$ cat src/rtl/core/ngll_pkg.sv
// Shared types, constants and helpers of the GLL position parser.
// Used by every module of the block but ngll_checker; depends on nothing.
package ngll_pkg;

	// Sentence layout: header and digit positions
	localparam logic [7:0] POS_HDR_FIRST = 8'd1;
	localparam logic [7:0] POS_HDR_LAST  = 8'd5;
	localparam logic [7:0] POS_LAT_A     = 8'd7;
	localparam logic [7:0] POS_LAT_A_END = 8'd10;
	localparam logic [7:0] POS_LAT_B     = 8'd12;
	localparam logic [7:0] POS_LAT_B_END = 8'd15;
	localparam logic [7:0] POS_LON_FLAG  = 8'd21;
	localparam logic [7:0] POS_LON_A     = 8'd22;
	localparam logic [7:0] POS_LON_A_END = 8'd25;
	localparam logic [7:0] POS_LON_B     = 8'd27;
	localparam logic [7:0] POS_LON_B_END = 8'd30;
	// Second half of each coordinate skips one separator position
	localparam logic [7:0] POS_LAT_B_BASE = 8'd8;
	localparam logic [7:0] POS_LON_B_BASE = 8'd23;

	// Expected header, element 0 is the first character: G P G L L
	localparam logic [4:0][7:0] GLL_NAME = {8'h4C, 8'h4C, 8'h47, 8'h50, 8'h47};
	localparam logic [7:0] CHAR_ONE = 8'h31;

	// Conversion constants: metres per degree, hundredths of seconds per degree
	localparam logic [16:0] LAT_PER_DEG = 17'd111132;
	localparam logic [16:0] LON_PER_DEG = 17'd78847;
	localparam logic [8:0]  LON_EXTRA_DEG = 9'd100;
	// 360000 = 64 * 5625; divide by 5625 through a 2^32 reciprocal
	localparam int          PRE_SHIFT = 6;
	localparam logic [12:0] DIVISOR   = 13'd5625;
	localparam logic [19:0] RECIP     = 20'd763549;

	typedef logic [7:0][3:0] ngll_nibbles_t;

	// Fields that the capture stage hands to the conversion pipeline
	typedef struct packed {
		ngll_nibbles_t lat;
		ngll_nibbles_t lon;
		logic          lon_hundred;
		logic          header_ok;
	} ngll_fields_t;

	// One beat moving through the pipeline
	typedef struct packed {
		logic valid;
		logic cmd;
		logic match;
	} ngll_tok_t;

	function automatic logic [7:0] pair_value(input logic [3:0] hi, input logic [3:0] lo);
		pair_value = 8'(hi) * 8'd10 + 8'(lo);
	endfunction

	// minutes*6000 + seconds*100 + hundredths, at most 1006665
	function automatic logic [19:0] rem_value(input ngll_nibbles_t n);
		rem_value = 20'(pair_value(n[2], n[3])) * 20'd6000
			+ 20'(pair_value(n[4], n[5])) * 20'd100
			+ 20'(pair_value(n[6], n[7]));
	endfunction

endpackage

$ cat src/rtl/core/ngll_fix.sv
// Fix and origin registers of the GLL parser, and the result register.
// Depends on ngll_pkg; fed by ngll_metres.
module ngll_fix (
	input  logic                clk,
	input  logic                arst_n,
	input  logic                advance,
	input  ngll_pkg::ngll_tok_t tok_s6,
	input  logic [24:0]         north_s6,
	input  logic [24:0]         east_s6,
	output logic                out_valid,
	output logic                header_matched,
	output logic signed [25:0]  x_offset,
	output logic signed [25:0]  y_offset
);

	logic [24:0] fix_north_q, fix_east_q, origin_north_q, origin_east_q;
	logic [24:0] north_next, east_next;
	logic        is_result, take_fix;

	assign is_result  = tok_s6.valid && !tok_s6.cmd;
	assign take_fix   = is_result && tok_s6.match;
	assign north_next = take_fix ? north_s6 : fix_north_q;
	assign east_next  = take_fix ? east_s6 : fix_east_q;

	// Update the fix on a matched sentence; copy it to the origin on a save
	always_ff @(posedge clk or negedge arst_n) begin
		if (!arst_n) begin
			fix_north_q    <= '0;
			fix_east_q     <= '0;
			origin_north_q <= '0;
			origin_east_q  <= '0;
			out_valid      <= 1'b0;
		end else if (advance) begin
			fix_north_q <= north_next;
			fix_east_q  <= east_next;
			if (tok_s6.valid && tok_s6.cmd) begin
				origin_north_q <= fix_north_q;
				origin_east_q  <= fix_east_q;
			end
			out_valid <= is_result;
		end
	end

	// Load the result beat
	always_ff @(posedge clk) begin
		if (advance && is_result) begin
			header_matched <= tok_s6.match;
			x_offset       <= signed'({1'b0, east_next} - {1'b0, origin_east_q});
			y_offset       <= signed'({1'b0, north_next} - {1'b0, origin_north_q});
		end
	end

endmodule

$ cat config.mk
export PLATFORM = sky130hd
export DESIGN_NAME = ngll_fix
export DESIGN_NICKNAME = d
export VERILOG_FILES = /design/src/rtl/core/ngll_pkg.sv /design/src/rtl/core/ngll_fix.sv
export SDC_FILE = /design/constraint.sdc
export NUM_CORES = 1
export LEC_CHECK = 0
export BUFFER_PORTS_ARGS = -buffer_cell sky130_fd_sc_hd__buf_2
export CAP_MARGIN = 20
export CORE_MARGIN = 2
export CORE_UTILIZATION = 32
export CTS_BUF_LIST = sky130_fd_sc_hd__clkbuf_2 sky130_fd_sc_hd__clkbuf_4 sky130_fd_sc_hd__clkbuf_8
export CTS_CLUSTER_DIAMETER = 200
export DETAILED_ROUTE_END_ITERATION = 10
export PLACE_DENSITY = 0.49
export SYNTH_ARGS = -nofsm -noshare
export SYNTH_HDL_FRONTEND = slang
export SYNTH_SLANG_ARGS = --single-unit
$ cat constraint.sdc
create_clock -name clk -period 3.4 [get_ports clk]
set_clock_uncertainty 0.2 [all_clocks]
set_input_delay 0.68 -clock clk [delete_from_list [all_inputs] [get_ports clk]]
set_output_delay 0.68 -clock clk [all_outputs]
set_load 0.05 [all_outputs]
==> out/summary.txt <==
worst setup path start = tok_s6[1]
Synth Net Count = 838
most frequent cells in the layout = mux2_2, buf_4, buf_2
largest family of logic cells by synthesized area = multiplexers
Critical Path Fanout Max = 14
Hold Fails Final Rpt = 0
post-synthesis adder-cell area fraction = 0.07730
vias in the first global route = 6467
minimum clock period = 3.354 ns
Die X = 168.0 um
DP Worst Slack = -0.5230 ns
Final setup viols = 0
most common cell after layout, fill and taps aside = mux2_2
crit end category = register
worst-margin pin slew = 0.8237 ns
mux share of post-synthesis cell area = 0.1938
initial antenna violation count = 0
CTS hold repair buffers = 0
Initial Util = 0.3231
status = complete, no violations
first-pass GRT wire length = 33.48 mm
nets = 1083
DRC violations left = 0
CTS tree = done
Post-Synth Simple-Gate Area = 0.06742
CTS sink count = 154
share of cells above drive strength 1 = 0.4656
core area = 26650 um2
Final Wtd Congestion = 0.7989
largest net degree at the start of global routing = 56
worst r2r src = fix_east_q[1]$_DFFE_PN0P_
Tcrit/Tclk final = 0.9866
dpl hpwl = 15.26 mm
IO Pins = 110
Hold Crit Class = in2async
clock slew at reported path FFs = 0.08 ns
CTS root buffer = clkbuf_8
RSZ-0062 raised after global routing = yes
Max Fclk = 0.2981 GHz
DRT antenna net count = 0
Die Y = 168.0 um
drt via density = 4.729
GRT Resource Usage Total = 0.1499
post-synthesis sequential area ratio = 0.4783
relative slew slack = 0.4508
TNS Setup = 0 ns
crit path DAT = 3.35 ns
drt first pass iters = 4
CP Class = in2reg
Cell Area, Synth = 8611 um2
clock buffer depth = 2
worst setup margin = 0.04564 ns
total wire length = 20.47 mm
Num CTS Buffers = 17
Slew Limit Fails = 0
1st-iter DRT viols = 318
routed length per placed instance = 15.40 um
die area = 28240 um2
Post-DP Area = 10680 um2
library cells used by synthesis = 58
Avg Synthesized Cell Area = 11.80 um2
post-route cell area = 11230 um2
Power Density = 1224 nW/um2
Gate Count Post-Synth = 730
Vias = 6285
Synth async-reset ratio = 0.6558
quantity of I/O buffers inserted on ports = 109
compound-cell area share of the yosys netlist = 0.1062
leak pwr = 5.082 nW
Post-synth top flop = dfrtp_1
H-Tree Depth = 4
CP Launch Type = input port
clock latency on the worst-skew pair = 0.45 ns
Max Cap Violations = 0
FP Rows = 60
yosys warns = 0
final core occ = 0.4214
WP data required = 3.40 ns
global route total overflow = 0
# diodes = 0
flops & latches, synth = 154
XOR/XNOR Fraction of Synth Area = 0.04069
Layout area overhead = 30.41%
number of flops mapped to enable cells by yosys = 53
VDD IR max = 0.0003491 V
==> cell usage after synthesis (4+ instances only) <==
cell type,number,area (um2)
mux2_2,142,1599
nor2b_1,7,43.79
nand2b_1,9,56.30
nand2_1,26,97.59
nor2_1,32,120.1
dfrtp_1,101,2527
a21o_1,15,112.6
edfxtp_1,53,1592
a211oi_1,5,37.54
nor3_1,4,20.02
xnor2_1,28,245.2
clkbuf_1,9,33.78
nand3_1,10,50.05
nand4_1,4,25.02
and3_1,7,43.79
mux2i_1,7,70.07
xor2_1,12,105.1
buf_1,11,41.29
a21oi_1,45,225.2
ha_1,50,625.6
o21ai_0,24,120.1
o21a_1,7,52.55
a31oi_1,4,25.02
inv_1,62,232.7
==> where the power goes <==
group	switching, W	internal (W)
registers	0.000370	0.00305
logic	0.00447	0.00446
clock network	0.000698	0.000696
total	0.00554	0.00820
==> logic make-up (layout without fill, tap and decap cells) <==
kind of cell | count (synthesis) | in the layout
buf+inv | 83 | 341
xor+xnor | 40 | 40
mux | 149 | 149
flops | 154 | 154
fa+ha+maj | 52 | 52
compound gates | 137 | 137
simple gates | 115 | 115
==> worst max-delay path, cell delays in order <==
cell and delay (ns):
buf_2 0.10, nand3b_1 0.19, buf_12 0.18, buf_8 0.14, mux2_2 0.30, ha_4 0.22, a21o_1 0.16, a21oi_2 0.17
inv_2 0.06, a2111oi_4 0.33, or4b_4 0.53, a21oi_1 0.20, xnor2_1 0.08
==> layer usage <==
layer  GRT usage  share of wire  vias to the layer above
met2      0.2323           0.45                       89
met4     0.04159          0.012                        0
met3     0.02750          0.028                       15
li1            -              -                     3144
met5           0              0                        -
met1      0.2149           0.51                     3037
==> stage by stage <==
step | cells | hold WS, ns | total power [W]
finish | 1329 | 0.05916 | 0.01374
global route | 1329 | 0.07995 | 0.01496
CTS | 1328 | 0.05582 | 0.01361
detailed placement | 1295 | 0.2936 | 0.01211
global placement | 1295 | 0.2876 | 0.01213
floorplan | 730 | 0.1844 | 0.009008
==> timing repair <==
item / in CTS / in global routing
buffers inserted: 1 / 1
pin swaps: 1 / 4
resized for setup: 1 / 25
setup endpoints to repair: 2 / 13
==> area by class of cell <==
class / count / area [um2]
repair buffers: 246 / 1629
clock buffers: 20 / 269.0
well taps: 341 / 426.7
multi-input cells: 493 / 4427
flip-flops and latches: 154 / 4119
clock inverters: 12 / 122.6
inverters: 63 / 236.5
fillers: 2607 / 15420
==> flip-flops by register name (all words and copies together) (netlist names) <==
| signal | cells |
|---|---|
| fix_north_q | 25 |
| header_matched | 1 |
| origin_east_q | 25 |
| y_offset | 26 |
| origin_north_q | 25 |
| x_offset | 26 |
| fix_east_q | 25 |
| out_valid | 1 |
==> worst paths after layout <==
check                           slack (ns)  cells past startpoint                              to
worst min register to register        0.31                      1  origin_north_q[14]$_DFFE_PN0P_
min in group clk                      0.31                      1  origin_north_q[14]$_DFFE_PN0P_
max in group asynchronous             2.09                      2   origin_north_q[0]$_DFFE_PN0P_
worst min-delay path                  0.06                      1   origin_east_q[13]$_DFFE_PN0P_
worst max register to register        0.44                      9          x_offset[19]$_DFFE_PP_
worst max-delay path                  0.05                     13          x_offset[19]$_DFFE_PP_
Power figures use the tool's default switching activity.
