[src/rtl/core/ngll_pkg.sv]
// Shared types, constants and helpers of the GLL position parser.
// Used by every module of the block but ngll_checker; depends on nothing.
package ngll_pkg;

	// Sentence layout: header and digit positions
	localparam logic [7:0] POS_HDR_FIRST = 8'd1;
	localparam logic [7:0] POS_HDR_LAST  = 8'd5;
	localparam logic [7:0] POS_LAT_A     = 8'd7;
	localparam logic [7:0] POS_LAT_A_END = 8'd10;
	localparam logic [7:0] POS_LAT_B     = 8'd12;
	localparam logic [7:0] POS_LAT_B_END = 8'd15;
	localparam logic [7:0] POS_LON_FLAG  = 8'd21;
	localparam logic [7:0] POS_LON_A     = 8'd22;
	localparam logic [7:0] POS_LON_A_END = 8'd25;
	localparam logic [7:0] POS_LON_B     = 8'd27;
	localparam logic [7:0] POS_LON_B_END = 8'd30;
	// Second half of each coordinate skips one separator position
	localparam logic [7:0] POS_LAT_B_BASE = 8'd8;
	localparam logic [7:0] POS_LON_B_BASE = 8'd23;

	// Expected header, element 0 is the first character: G P G L L
	localparam logic [4:0][7:0] GLL_NAME = {8'h4C, 8'h4C, 8'h47, 8'h50, 8'h47};
	localparam logic [7:0] CHAR_ONE = 8'h31;

	// Conversion constants: metres per degree, hundredths of seconds per degree
	localparam logic [16:0] LAT_PER_DEG = 17'd111132;
	localparam logic [16:0] LON_PER_DEG = 17'd78847;
	localparam logic [8:0]  LON_EXTRA_DEG = 9'd100;
	// 360000 = 64 * 5625; divide by 5625 through a 2^32 reciprocal
	localparam int          PRE_SHIFT = 6;
	localparam logic [12:0] DIVISOR   = 13'd5625;
	localparam logic [19:0] RECIP     = 20'd763549;

	typedef logic [7:0][3:0] ngll_nibbles_t;

	// Fields that the capture stage hands to the conversion pipeline
	typedef struct packed {
		ngll_nibbles_t lat;
		ngll_nibbles_t lon;
		logic          lon_hundred;
		logic          header_ok;
	} ngll_fields_t;

	// One beat moving through the pipeline
	typedef struct packed {
		logic valid;
		logic cmd;
		logic match;
	} ngll_tok_t;

	function automatic logic [7:0] pair_value(input logic [3:0] hi, input logic [3:0] lo);
		pair_value = 8'(hi) * 8'd10 + 8'(lo);
	endfunction

	// minutes*6000 + seconds*100 + hundredths, at most 1006665
	function automatic logic [19:0] rem_value(input ngll_nibbles_t n);
		rem_value = 20'(pair_value(n[2], n[3])) * 20'd6000
			+ 20'(pair_value(n[4], n[5])) * 20'd100
			+ 20'(pair_value(n[6], n[7]));
	endfunction

endpackage

[src/rtl/core/ngll_capture.sv]
// Byte capture of the GLL parser: position counter, header and digit nibbles.
// Depends on ngll_pkg.
module ngll_capture (
	input  logic                  clk,
	input  logic                  arst_n,
	input  logic                  accept,
	input  logic                  advance,
	input  logic                  command,
	input  logic [7:0]            data_byte,
	input  logic                  first_byte,
	input  logic                  last_byte,
	output ngll_pkg::ngll_tok_t   tok_s1,
	output ngll_pkg::ngll_fields_t fields
);

	logic [7:0]              byte_position_q;
	logic [4:0][7:0]         header_q;
	ngll_pkg::ngll_nibbles_t lat_q;
	ngll_pkg::ngll_nibbles_t lon_q;
	logic                    lon_hundred_q;
	logic [7:0]              pos;
	logic [3:0]              nib;

	assign pos = first_byte ? 8'd0 : byte_position_q;
	assign nib = data_byte[3:0];

	// Store a sentence byte at its position and advance the count; a last byte clears it
	always_ff @(posedge clk or negedge arst_n) begin
		if (!arst_n) begin
			byte_position_q <= '0;
			header_q        <= '0;
			lat_q           <= '0;
			lon_q           <= '0;
			lon_hundred_q   <= 1'b0;
		end else if (accept && !command) begin
			byte_position_q <= last_byte ? 8'd0 : pos + 8'd1;
			case (pos) inside
				[ngll_pkg::POS_HDR_FIRST:ngll_pkg::POS_HDR_LAST]:
					header_q[3'(pos - ngll_pkg::POS_HDR_FIRST)] <= data_byte;
				[ngll_pkg::POS_LAT_A:ngll_pkg::POS_LAT_A_END]:
					lat_q[3'(pos - ngll_pkg::POS_LAT_A)] <= nib;
				[ngll_pkg::POS_LAT_B:ngll_pkg::POS_LAT_B_END]:
					lat_q[3'(pos - ngll_pkg::POS_LAT_B_BASE)] <= nib;
				ngll_pkg::POS_LON_FLAG:
					lon_hundred_q <= (data_byte == ngll_pkg::CHAR_ONE);
				[ngll_pkg::POS_LON_A:ngll_pkg::POS_LON_A_END]:
					lon_q[3'(pos - ngll_pkg::POS_LON_A)] <= nib;
				[ngll_pkg::POS_LON_B:ngll_pkg::POS_LON_B_END]:
					lon_q[3'(pos - ngll_pkg::POS_LON_B_BASE)] <= nib;
				default: ;
			endcase
		end
	end

	// Launch a beat for save commands and last bytes; other bytes leave a bubble
	always_ff @(posedge clk or negedge arst_n) begin
		if (!arst_n) begin
			tok_s1 <= '0;
		end else if (advance) begin
			tok_s1.valid <= accept && (command || last_byte);
			tok_s1.cmd   <= command;
			tok_s1.match <= 1'b0;
		end
	end

	assign fields.lat         = lat_q;
	assign fields.lon         = lon_q;
	assign fields.lon_hundred = lon_hundred_q;
	assign fields.header_ok   = (header_q == ngll_pkg::GLL_NAME);

endmodule

[config.mk]
export PLATFORM = sky130hd
export DESIGN_NAME = ngll_capture
export DESIGN_NICKNAME = d
export VERILOG_FILES = /design/src/rtl/core/ngll_pkg.sv /design/src/rtl/core/ngll_capture.sv
export SDC_FILE = /design/constraint.sdc
export NUM_CORES = 1
export LEC_CHECK = 0
export BUFFER_PORTS_ARGS = -buffer_cell sky130_fd_sc_hd__buf_2
export CORE_ASPECT_RATIO = 1.4
export CORE_MARGIN = 1
export CORE_UTILIZATION = 50
export CTS_CLUSTER_SIZE = 20
export DETAILED_ROUTE_END_ITERATION = 10
export PLACE_DENSITY = 0.75
export SLEW_MARGIN = 20
export SYNTH_ARGS = -nofsm -noshare
export SYNTH_HDL_FRONTEND = slang
export SYNTH_SLANG_ARGS = --single-unit
[constraint.sdc]
create_clock -name clk -period 2.4 [get_ports clk]
set_clock_uncertainty 0.2 [all_clocks]
set_input_delay 0 -clock clk [delete_from_list [all_inputs] [get_ports clk]]
set_output_delay 0 -clock clk [all_outputs]
set_load 0.1 [all_outputs]
==> impl_metrics.csv <==
group,metric,value,unit
setup_path,cp.required,2.49,ns
global_route,grtUsageMet2,0.422,
placement,pre_cts_ws,0.00293,ns
pwr,leakage,3.24,nW
final_layout,area_growth_syn_to_layout,28.5,%
placement,gp_congestion,0.867,
synthesis,synth_nets,366,
pwr,ir_drop,624,uV
detailed_routing,num_vias,3329,
global_route,grt_use_met1,0.253,
final_layout,diodes,0,
final_layout,multi_input_area,0.00192,mm^2
global_route,grt_use_met3,0.0624,
floorplanning,core,0.00946,mm^2
synthesis,async_flop_share,1.00,
floorplanning,dieArea,0.0102,mm^2
setup_path,crit_path_start_kind,"flop",
global_route,grt_first_pass_wirelength,17800,um
placement,hpwl,7250,um
detailed_routing,first_iter_violations,177,
global_route,grt_busiest_layer,"met2",
setup_path,crit_type,"reg2reg",
synthesis,ys_types,41,
synthesis,synth_area_leaders,"dfrtp_1 (59%), mux2_2 (24%), clkbuf_1 (1.5%)",
final_layout,fillers,688,
clock_network,htree_levels,4,
detailed_routing,drt_first_pass_iters,4,
clock_network,clock-sinks,115,
run_status,outcome,"complete, but fails checks",
detailed_routing,wire_per_inst,18.4,um
clock_network,cts.clk_slew.worst_paths,0.05,ns
global_route,grt_max_degree,59,
clock_network,cts_root_buffer,"clkbuf_16",
floorplanning,die_h,119,um
timing,max_freq,413,MHz
synthesis,yosys_warnings,0,
synthesis,ys.flop_type,"dfrtp_1",
synthesis,avgSynthCellArea,13.9,um^2
synthesis,synth_top_area_cell,"dfrtp_1",
global_route,overflow,0,
timing,timing.final.ws_setup,-0.0219,ns
final_layout,nNetsFinal,481,
placement,io_buffers,82,
timing,drv_slew,0,
global_route,grt_pass1_vias,3530,
detailed_routing,vias_per_cell,5.66,
global_route,antenna_found_initial,0,
synthesis,yosysTopAreaCellShare,0.589,
timing,setup_violations,4,
synthesis,syn_area,0.00488,mm^2
setup_path,path_max_fanout,5,
synthesis,syn_inst,351,
synthesis,ys_ff_latch,115,
timing,finalHoldViolCount,0,
setup_path,crit_path_end_kind,"flop",
timing,worst_slew_pin_slew,0.584,ns
detailed_routing,routed_wl,10800,um
setup_path,r2r_cells,6,
timing,relSlewSlack,0.611,
final_layout,layout-drive-gt1-share,0.531,
synthesis,synth-edff-count,0,
floorplanning,boundaryPins,84,
final_layout,mostFrequentLayoutCell,"dfrtp_1",
global_route,grt_util_all_layers,0.234,
clock_network,cts_buffers,17,
worst_hold_path,hold_depth,3,
detailed_routing,postRouteAntennaNets,0,
pwr,powerDensity,802,mW/mm^2
floorplanning,start_util,0.516,
clock_network,tritoncts,"yes",
timing,rsz0062_at_grt,"yes",
synthesis,ys_seq_area_frac,0.589,
clock_network,clk_latency,0.40,ns
final_layout,layout_common_cells,"dfrtp_1 (115), mux2_2 (105), buf_2 (80)",
pwr,totalPowerFinal,0.00503,W
timing,finalCritPeriodShare,1.01,
run_status,violations,"negative setup slack",
worst_hold_path,hold_path_class,"in2reg",
floorplanning,die_x,85.5,um
clock_network,clk_path_buf_depth,2,
detailed_routing,post-route-drc-count,0,
run,max-cap-violations,0,
timing,tns,-0.0771,ns
setup_path,critPathArrivalTime,2.51,ns
floorplanning,rows,42,
final_layout,regArea,0.00288,mm^2
timing,layout_min_cycle_time,2.42,ns
[synthesized netlist by cell type (all sizes together), types with 5 or more instances]
cell	count
dfrtp	115
mux2	106
clkbuf	19
o21ai	13
nand4	11
nand3	10
nor2	9
nand2	7
nor4b	6
nand2b	5
nor3	5
[layer usage]
metal,up-vias,part of all wire
met5,-,0
met4,0,0.022
met3,18,0.037
met2,91,0.55
met1,1696,0.39
li1,1524,-
[cell type report]
cell class | instances | area share
multi-input combinational | 211 | 0.307
tap | 110 | 0.0219
inverter | 3 | 0.00180
sequential | 115 | 0.459
clock inverter | 11 | 0.0217
timing repair buffer | 118 | 0.118
clock buffer | 20 | 0.0712
[through the flow]
step                hold WS, ns  cells   util  instance area (um^2)
global route             0.0270    588  0.663                  6270
global placement         -0.283    536  0.578                  5470
finish                   0.0274    588  0.663                  6270
floorplan                -0.496    351      -                  4890
CTS                      0.0109    584  0.658                  6220
detailed placement       -0.281    536  0.578                  5470
[sequential cells by signal, summed over array words and instances (netlist names)]
name	count
header_q	40
tok_s1	2
fields	64
lon_hundred_q	1
byte_position_q	8
[where the power goes]
| group | total, W | internal [W] | switching [W] |
|---|---|---|---|
| clock network | 0.00247 | 0.00164 | 0.000828 |
| logic | 0.000429 | 0.000176 | 0.000253 |
| registers | 0.00214 | 0.00207 | 0.0000669 |
| total | 0.00503 | 0.00389 | 0.00115 |
[critical path, stage by stage, from the launching register on]
cell	delay [ns]
dfrtp_1	0.42
or4b_4	0.55
nor4_4	0.39
buf_4	0.19
nand4b_1	0.10
buf_4	0.19
mux2_2	0.26
[final timing paths]
kind / from / endpoint / slack (ns)
setup / recovery: byte_position_q[6]$_DFFE_PN0P_ / fields[14]$_DFFE_PN0P_ / -0.02
hold / removal: first_byte / fields[34]$_DFFE_PN0P_ / 0.03
setup reg to reg: byte_position_q[6]$_DFFE_PN0P_ / fields[14]$_DFFE_PN0P_ / -0.02
hold reg to reg: header_q[27]$_DFFE_PN0P_ / header_q[27]$_DFFE_PN0P_ / 0.29
max in group asynchronous: arst_n / fields[22]$_DFFE_PN0P_ / 0.86
min in group asynchronous: arst_n / header_q[36]$_DFFE_PN0P_ / 0.37
[logic make-up after synthesis]
group	count (synthesis)	synth area share
buffers and inverters	25	0.0210
other	1	0.000768
AND/OR/NAND/NOR	75	0.108
XOR/XNOR	1	0.00179
flip-flops	115	0.589
AO/OA/AOI/OAI	28	0.0346
multiplexers	106	0.244
[timing repair]
| item | 4_1_cts | 5_1_grt |
|---|---|---|
| pin swaps | 0 | 6 |
| hold buffers | 17 | 0 |
| buffers inserted | 0 | 5 |
| setup endpoints to repair | 4 | 48 |
| endpoints found under the hold margin | 220 | 0 |
| resized for setup | 0 | 6 |
Power figures use the tool's default switching activity.
