`src/rtl/core/ngll_pkg.sv`:
```
// Shared types, constants and helpers of the GLL position parser.
// Used by every module of the block but ngll_checker; depends on nothing.
package ngll_pkg;

	// Sentence layout: header and digit positions
	localparam logic [7:0] POS_HDR_FIRST = 8'd1;
	localparam logic [7:0] POS_HDR_LAST  = 8'd5;
	localparam logic [7:0] POS_LAT_A     = 8'd7;
	localparam logic [7:0] POS_LAT_A_END = 8'd10;
	localparam logic [7:0] POS_LAT_B     = 8'd12;
	localparam logic [7:0] POS_LAT_B_END = 8'd15;
	localparam logic [7:0] POS_LON_FLAG  = 8'd21;
	localparam logic [7:0] POS_LON_A     = 8'd22;
	localparam logic [7:0] POS_LON_A_END = 8'd25;
	localparam logic [7:0] POS_LON_B     = 8'd27;
	localparam logic [7:0] POS_LON_B_END = 8'd30;
	// Second half of each coordinate skips one separator position
	localparam logic [7:0] POS_LAT_B_BASE = 8'd8;
	localparam logic [7:0] POS_LON_B_BASE = 8'd23;

	// Expected header, element 0 is the first character: G P G L L
	localparam logic [4:0][7:0] GLL_NAME = {8'h4C, 8'h4C, 8'h47, 8'h50, 8'h47};
	localparam logic [7:0] CHAR_ONE = 8'h31;

	// Conversion constants: metres per degree, hundredths of seconds per degree
	localparam logic [16:0] LAT_PER_DEG = 17'd111132;
	localparam logic [16:0] LON_PER_DEG = 17'd78847;
	localparam logic [8:0]  LON_EXTRA_DEG = 9'd100;
	// 360000 = 64 * 5625; divide by 5625 through a 2^32 reciprocal
	localparam int          PRE_SHIFT = 6;
	localparam logic [12:0] DIVISOR   = 13'd5625;
	localparam logic [19:0] RECIP     = 20'd763549;

	typedef logic [7:0][3:0] ngll_nibbles_t;

	// Fields that the capture stage hands to the conversion pipeline
	typedef struct packed {
		ngll_nibbles_t lat;
		ngll_nibbles_t lon;
		logic          lon_hundred;
		logic          header_ok;
	} ngll_fields_t;

	// One beat moving through the pipeline
	typedef struct packed {
		logic valid;
		logic cmd;
		logic match;
	} ngll_tok_t;

	function automatic logic [7:0] pair_value(input logic [3:0] hi, input logic [3:0] lo);
		pair_value = 8'(hi) * 8'd10 + 8'(lo);
	endfunction

	// minutes*6000 + seconds*100 + hundredths, at most 1006665
	function automatic logic [19:0] rem_value(input ngll_nibbles_t n);
		rem_value = 20'(pair_value(n[2], n[3])) * 20'd6000
			+ 20'(pair_value(n[4], n[5])) * 20'd100
			+ 20'(pair_value(n[6], n[7]));
	endfunction

endpackage

```
`src/rtl/core/ngll_metres.sv`:
```
// Conversion pipeline of the GLL parser: nibbles to whole metres for both axes.
// Depends on ngll_pkg; fed by ngll_capture.
module ngll_metres (
	input  logic                   clk,
	input  logic                   arst_n,
	input  logic                   advance,
	input  ngll_pkg::ngll_tok_t    tok_s1,
	input  ngll_pkg::ngll_fields_t fields,
	output ngll_pkg::ngll_tok_t    tok_s6,
	output logic [24:0]            north_s6,
	output logic [24:0]            east_s6
);

	ngll_pkg::ngll_tok_t tok_s2, tok_s3, tok_s4, tok_s5;

	logic [8:0]  lat_deg_s2, lon_deg_s2;
	logic [19:0] lat_rem_s2, lon_rem_s2;
	logic [24:0] lat_dk_s3, lon_dk_s3, lat_dk_s4, lon_dk_s4, lat_dk_s5, lon_dk_s5;
	logic [30:0] lat_x_s3, lon_x_s3, lat_x_s4, lon_x_s4, lat_x_s5, lon_x_s5;
	logic [18:0] lat_q0_s4, lon_q0_s4, lat_q0_s5, lon_q0_s5;
	logic [30:0] lat_qd_s5, lon_qd_s5;

	logic [36:0] lat_prod, lon_prod;
	logic [50:0] lat_qm, lon_qm;
	logic [30:0] lat_r, lon_r;

	// Advance the beat through the stages
	always_ff @(posedge clk or negedge arst_n) begin
		if (!arst_n) begin
			tok_s2 <= '0;
			tok_s3 <= '0;
			tok_s4 <= '0;
			tok_s5 <= '0;
			tok_s6 <= '0;
		end else if (advance) begin
			tok_s2.valid <= tok_s1.valid;
			tok_s2.cmd   <= tok_s1.cmd;
			tok_s2.match <= fields.header_ok;
			tok_s3       <= tok_s2;
			tok_s4       <= tok_s3;
			tok_s5       <= tok_s4;
			tok_s6       <= tok_s5;
		end
	end

	// Stage 2: split each coordinate into degrees and the sub-degree remainder
	always_ff @(posedge clk) begin
		if (advance) begin
			lat_deg_s2 <= 9'(ngll_pkg::pair_value(fields.lat[0], fields.lat[1]));
			lon_deg_s2 <= 9'(ngll_pkg::pair_value(fields.lon[0], fields.lon[1]))
				+ (fields.lon_hundred ? ngll_pkg::LON_EXTRA_DEG : 9'd0);
			lat_rem_s2 <= ngll_pkg::rem_value(fields.lat);
			lon_rem_s2 <= ngll_pkg::rem_value(fields.lon);
		end
	end

	// Stage 3: scale by metres per degree; drop the power-of-two part of 360000
	assign lat_prod = 37'(lat_rem_s2) * 37'(ngll_pkg::LAT_PER_DEG);
	assign lon_prod = 37'(lon_rem_s2) * 37'(ngll_pkg::LON_PER_DEG);

	always_ff @(posedge clk) begin
		if (advance) begin
			lat_dk_s3 <= 25'(lat_deg_s2) * 25'(ngll_pkg::LAT_PER_DEG);
			lon_dk_s3 <= 25'(lon_deg_s2) * 25'(ngll_pkg::LON_PER_DEG);
			lat_x_s3  <= lat_prod[36:ngll_pkg::PRE_SHIFT];
			lon_x_s3  <= lon_prod[36:ngll_pkg::PRE_SHIFT];
		end
	end

	// Stage 4: estimate the quotient by 5625; low by at most one
	assign lat_qm = 51'(lat_x_s3) * 51'(ngll_pkg::RECIP);
	assign lon_qm = 51'(lon_x_s3) * 51'(ngll_pkg::RECIP);

	always_ff @(posedge clk) begin
		if (advance) begin
			lat_dk_s4 <= lat_dk_s3;
			lon_dk_s4 <= lon_dk_s3;
			lat_x_s4  <= lat_x_s3;
			lon_x_s4  <= lon_x_s3;
			lat_q0_s4 <= lat_qm[50:32];
			lon_q0_s4 <= lon_qm[50:32];
		end
	end

	// Stage 5: multiply the estimate back for the remainder check
	always_ff @(posedge clk) begin
		if (advance) begin
			lat_dk_s5 <= lat_dk_s4;
			lon_dk_s5 <= lon_dk_s4;
			lat_x_s5  <= lat_x_s4;
			lon_x_s5  <= lon_x_s4;
			lat_q0_s5 <= lat_q0_s4;
			lon_q0_s5 <= lon_q0_s4;
			lat_qd_s5 <= 31'(lat_q0_s4) * 31'(ngll_pkg::DIVISOR);
			lon_qd_s5 <= 31'(lon_q0_s4) * 31'(ngll_pkg::DIVISOR);
		end
	end

	// Stage 6: correct the quotient and add the whole-degree metres
	assign lat_r = lat_x_s5 - lat_qd_s5;
	assign lon_r = lon_x_s5 - lon_qd_s5;

	always_ff @(posedge clk) begin
		if (advance) begin
			north_s6 <= lat_dk_s5 + 25'(lat_q0_s5)
				+ 25'(lat_r >= 31'(ngll_pkg::DIVISOR));
			east_s6  <= lon_dk_s5 + 25'(lon_q0_s5)
				+ 25'(lon_r >= 31'(ngll_pkg::DIVISOR));
		end
	end

endmodule

```
`config.mk`:
```
export PLATFORM = sky130hd
export DESIGN_NAME = ngll_metres
export DESIGN_NICKNAME = d
export VERILOG_FILES = /design/src/rtl/core/ngll_pkg.sv /design/src/rtl/core/ngll_metres.sv
export SDC_FILE = /design/constraint.sdc
export NUM_CORES = 2
export LEC_CHECK = 0
export ABC_CLOCK_PERIOD_IN_PS = 6550
export BUFFER_PORTS_ARGS = -buffer_cell sky130_fd_sc_hd__buf_4
export CAP_MARGIN = 20
export CORE_UTILIZATION = 60
export DETAILED_ROUTE_END_ITERATION = 6
export PLACE_DENSITY = 0.8
export SKIP_CTS_REPAIR_TIMING = 1
export SLEW_MARGIN = 25
export SYNTH_ARGS = -nofsm -noshare
export SYNTH_HDL_FRONTEND = slang
export SYNTH_SLANG_ARGS = --single-unit
```
`constraint.sdc`:
```
create_clock -name clk -period 6.55 [get_ports clk]
set_clock_uncertainty 0.05 [all_clocks]
set_input_delay 1.31 -clock clk [delete_from_list [all_inputs] [get_ports clk]]
set_output_delay 1.31 -clock clk [all_outputs]
set_load 0.1 [all_outputs]
```
==> results by group <==
Outcome
  • Status: complete, but fails checks
  • Failing checks: negative setup slack

Yosys
  • Netlist Area Pre-Place: 79200 sq um
  • Primary FF master, synth: edfxtp_1
  • Synthesis-stage register bit count: 584
  • Ys async rst share: roughly 2.6%
  • Yosys warnings: 0
  • Net count after synthesis: 9875
  • Cells after Synth: 7135
  • Register area share after synthesis: approximately 22%
  • Post-synth EDFFs: approximately 570
  • Distinct cells, synth: 82
  • Avg Inst Size Synth: between 10 and 15 sq um

Detailed routing
  • Total number of vias: about 51000
  • DR pass1 iterations: 6
  • Drt total wl: 159000 um
  • DRC violations left: 0
  • Drt via density: between 5 and 6
  • Wire per inst: around 17 um
  • Final antenna-violating net count: 0
  • DRT iter0 DRCs: 2381

STA
  • Worst slew pin tran: about 0.87 ns
  • Max Slew Vio Count: 0
  • Fin crit share: 106%
  • Fin crit period: around 7.0 ns
  • F_max: ~140 MHz
  • TNS Setup: -2.78 ns
  • Unrepaired setup endpoints after global routing: yes
  • Slew HR: 42.2%
  • Fin. Hold Viols: 0
  • Setup slack after layout: -0.410 ns
  • Final Setup Violations: 15

Placed design
  • PortBufs: approximately 120
  • Pre-CTS setup slack: -0.858 ns
  • Cell area after placement: between 80000 and 90000 sq um
  • HPWL Detailed: roughly 130000 um
  • Dpl cells: around 9400
  • Gp weighted congestion: roughly 0.94

Setup path
  • CP dominant cell by count: fa_1
  • WP data arrival: between 7 and 8 ns
  • Max FO, Critical Path: 3
  • WS Path Type: reg2reg
  • Critical path's slowest cell: fa_1
  • CP required: slightly below 7 ns
  • Slowest Stage Delay on Critical Path: between 0.5 and 0.6 ns
  • Crit path buffers/inverters: 6
  • Crit end category: register
  • CP Launch Type: register
  • CP delay by family, top: adder cells

Flow run
  • MaxCap Viol Count: 0

Floorplanning
  • Initial Util: around 61%
  • Die area: about 130000 sq um
  • Rows: 132
  • # IOs: 125
  • CORE AREA: 130000 sq um
  • Die width: roughly 370 um
  • Die Y: ~370 um

Cells and area
  • Fin nets: ~11000
  • Share of cells above drive strength 1: a little over an eighth
  • Ant. Diodes: 0
  • Synthesis-to-layout area growth: 13.8%
  • Post-Layout Cell Count: 9623
  • Fin area: 90100 sq um

Clocking
  • H-tree Lvls: 3
  • CTS Buf Count: 69
  • CTS Sinks: roughly 600
  • CTS tree: yes
  • Clock Path Buffers: 3
  • CTS root buffer: clkbuf_16
  • Clock slew at reported path FFs: 0.06 ns
  • Worst-skew pair later-pin latency: a little under 0.7 ns

Global routing
  • Initial antenna violation count: 1
  • First-pass GRT wire length: 263000 um
  • GR Util met3: under 10%
  • Met1 Use GR: a little under a third
  • Largest net degree at the start of global routing: approximately 150
  • GR peak layer: met2
  • GR Util All Layers: around a quarter
  • Total grt overflow: 0
  • Number of global-route vias before repair: roughly 56000
  • GR Util met2: between 40 and 50%

Hold path
  • Hold/Removal Path Class: reg2reg
-- sequential cells by signal, indices dropped and copies added, names as in the netlist, 20 cells and up --
name,flops
north_s6,25
lon_x_s3,31
lon_x_s5,31
lat_dk_s3,23
lat_rem_s2,20
lon_x_s4,31
east_s6,25
lon_rem_s2,20
lon_dk_s5,25
lon_dk_s4,25
lat_x_s5,31
lat_dk_s5,23
lat_qd_s5,28
lat_x_s4,31
lat_x_s3,31
lon_qd_s5,28
lon_dk_s3,25
lat_dk_s4,23
-- metal layers --
| metal | vias up | wire length, um |
|---|---|---|
| li1 | 24359 | - |
| met5 | - | 13 |
| met2 | 1012 | 82600 |
| met3 | 293 | 6510 |
| met1 | 25394 | 66300 |
| met4 | 2 | 4090 |
-- final timing paths --
path | start | to | slack, ns | cells after the start
worst max-delay path | lon_x_s3[13]$_DFFE_PP_ | lon_q0_s4[17]$_DFFE_PP_ | -0.41 | 25
worst min-delay path | lat_x_s4[16]$_DFFE_PP_ | lat_x_s5[16]$_DFFE_PP_ | 0.36 | 0
worst max register to register | lon_x_s3[13]$_DFFE_PP_ | lon_q0_s4[17]$_DFFE_PP_ | -0.41 | 25
worst min register to register | lat_x_s4[16]$_DFFE_PP_ | lat_x_s5[16]$_DFFE_PP_ | 0.36 | 0
max in group asynchronous | arst_n | tok_s2[2]$_DFFE_PN0P_ | 5.84 | 1
min in group asynchronous | arst_n | tok_s6[0]$_DFFE_PN0P_ | 0.44 | 1
-- Yosys cell counts (all sizes together), types with 9 or more instances --
master / count / area [sq um]
and3: 18 / 113
fa: 1184 / 23700
nor2b: 52 / 325
a31oi: 29 / 209
or3: 15 / 93.8
o21a: 53 / 399
nor3b: 11 / 82.6
o21bai: 51 / 383
ha: 1484 / 18600
o211ai: 11 / 87.6
nand2b: 30 / 188
nor2: 215 / 807
o41ai: 9 / 78.8
a211o: 9 / 78.8
inv: 2000 / 7510
or2: 9 / 56.3
xor2: 110 / 963
and2: 14 / 88.8
mux2i: 10 / 100
mux2: 15 / 169
a21boi: 14 / 105
xnor2: 244 / 2140
nand3: 62 / 310
nand4: 21 / 131
nand2: 141 / 532
a211oi: 27 / 213
nor4: 11 / 75.1
a21oi: 252 / 1270
a21o: 120 / 901
edfxtp: 569 / 17100
o21ai: 152 / 768
o31ai: 10 / 75.1
dfrtp: 15 / 375
nor3: 68 / 345
-- area by class of cell --
| class | count | area (sq um) |
|---|---|---|
| multi-input cells | 4538 | 55700 |
| inverters | 2000 | 7510 |
| flip-flops and latches | 584 | 17500 |
| fillers | 8970 | 40100 |
| clock inverters | 47 | 510 |
| well taps | 1742 | 2180 |
| repair buffers | 633 | 4870 |
| clock buffers | 79 | 1810 |
-- cells by family after synthesis --
family	count (synthesis)	share of synthesized area, %
fa+ha+maj	2668	53.4
buf+inv	2013	9.55
compound gates	809	6.61
simple gates	682	4.13
flops	584	22.1
xor+xnor	354	3.92
mux	25	0.340
-- cells in the final DEF, fill, tap and decap left out, types with 107 or more instances in the layout --
master    count
inv_1      1971
ha_1       1423
fa_1       1168
buf_4       611
edfxtp_1    569
xnor2_1     234
a21oi_1     211
nor2_1      196
nand2_1     136
a21o_1      120
o21ai_0     120
xor2_1      107
-- stage by stage --
step / utilization [%] / hold WS [ns]
2_1_floorplan: - / 0.350
5_1_grt: 69.2 / 0.371
3_3_place_gp: 66.0 / 0.350
4_1_cts: 67.8 / 0.355
6_report: 69.2 / 0.360
3_5_place_dp: 66.0 / 0.355
Power is left out: the tool's default activity adds up to more than one toggle a clock period on the data nets, which glitch-free logic cannot reach.
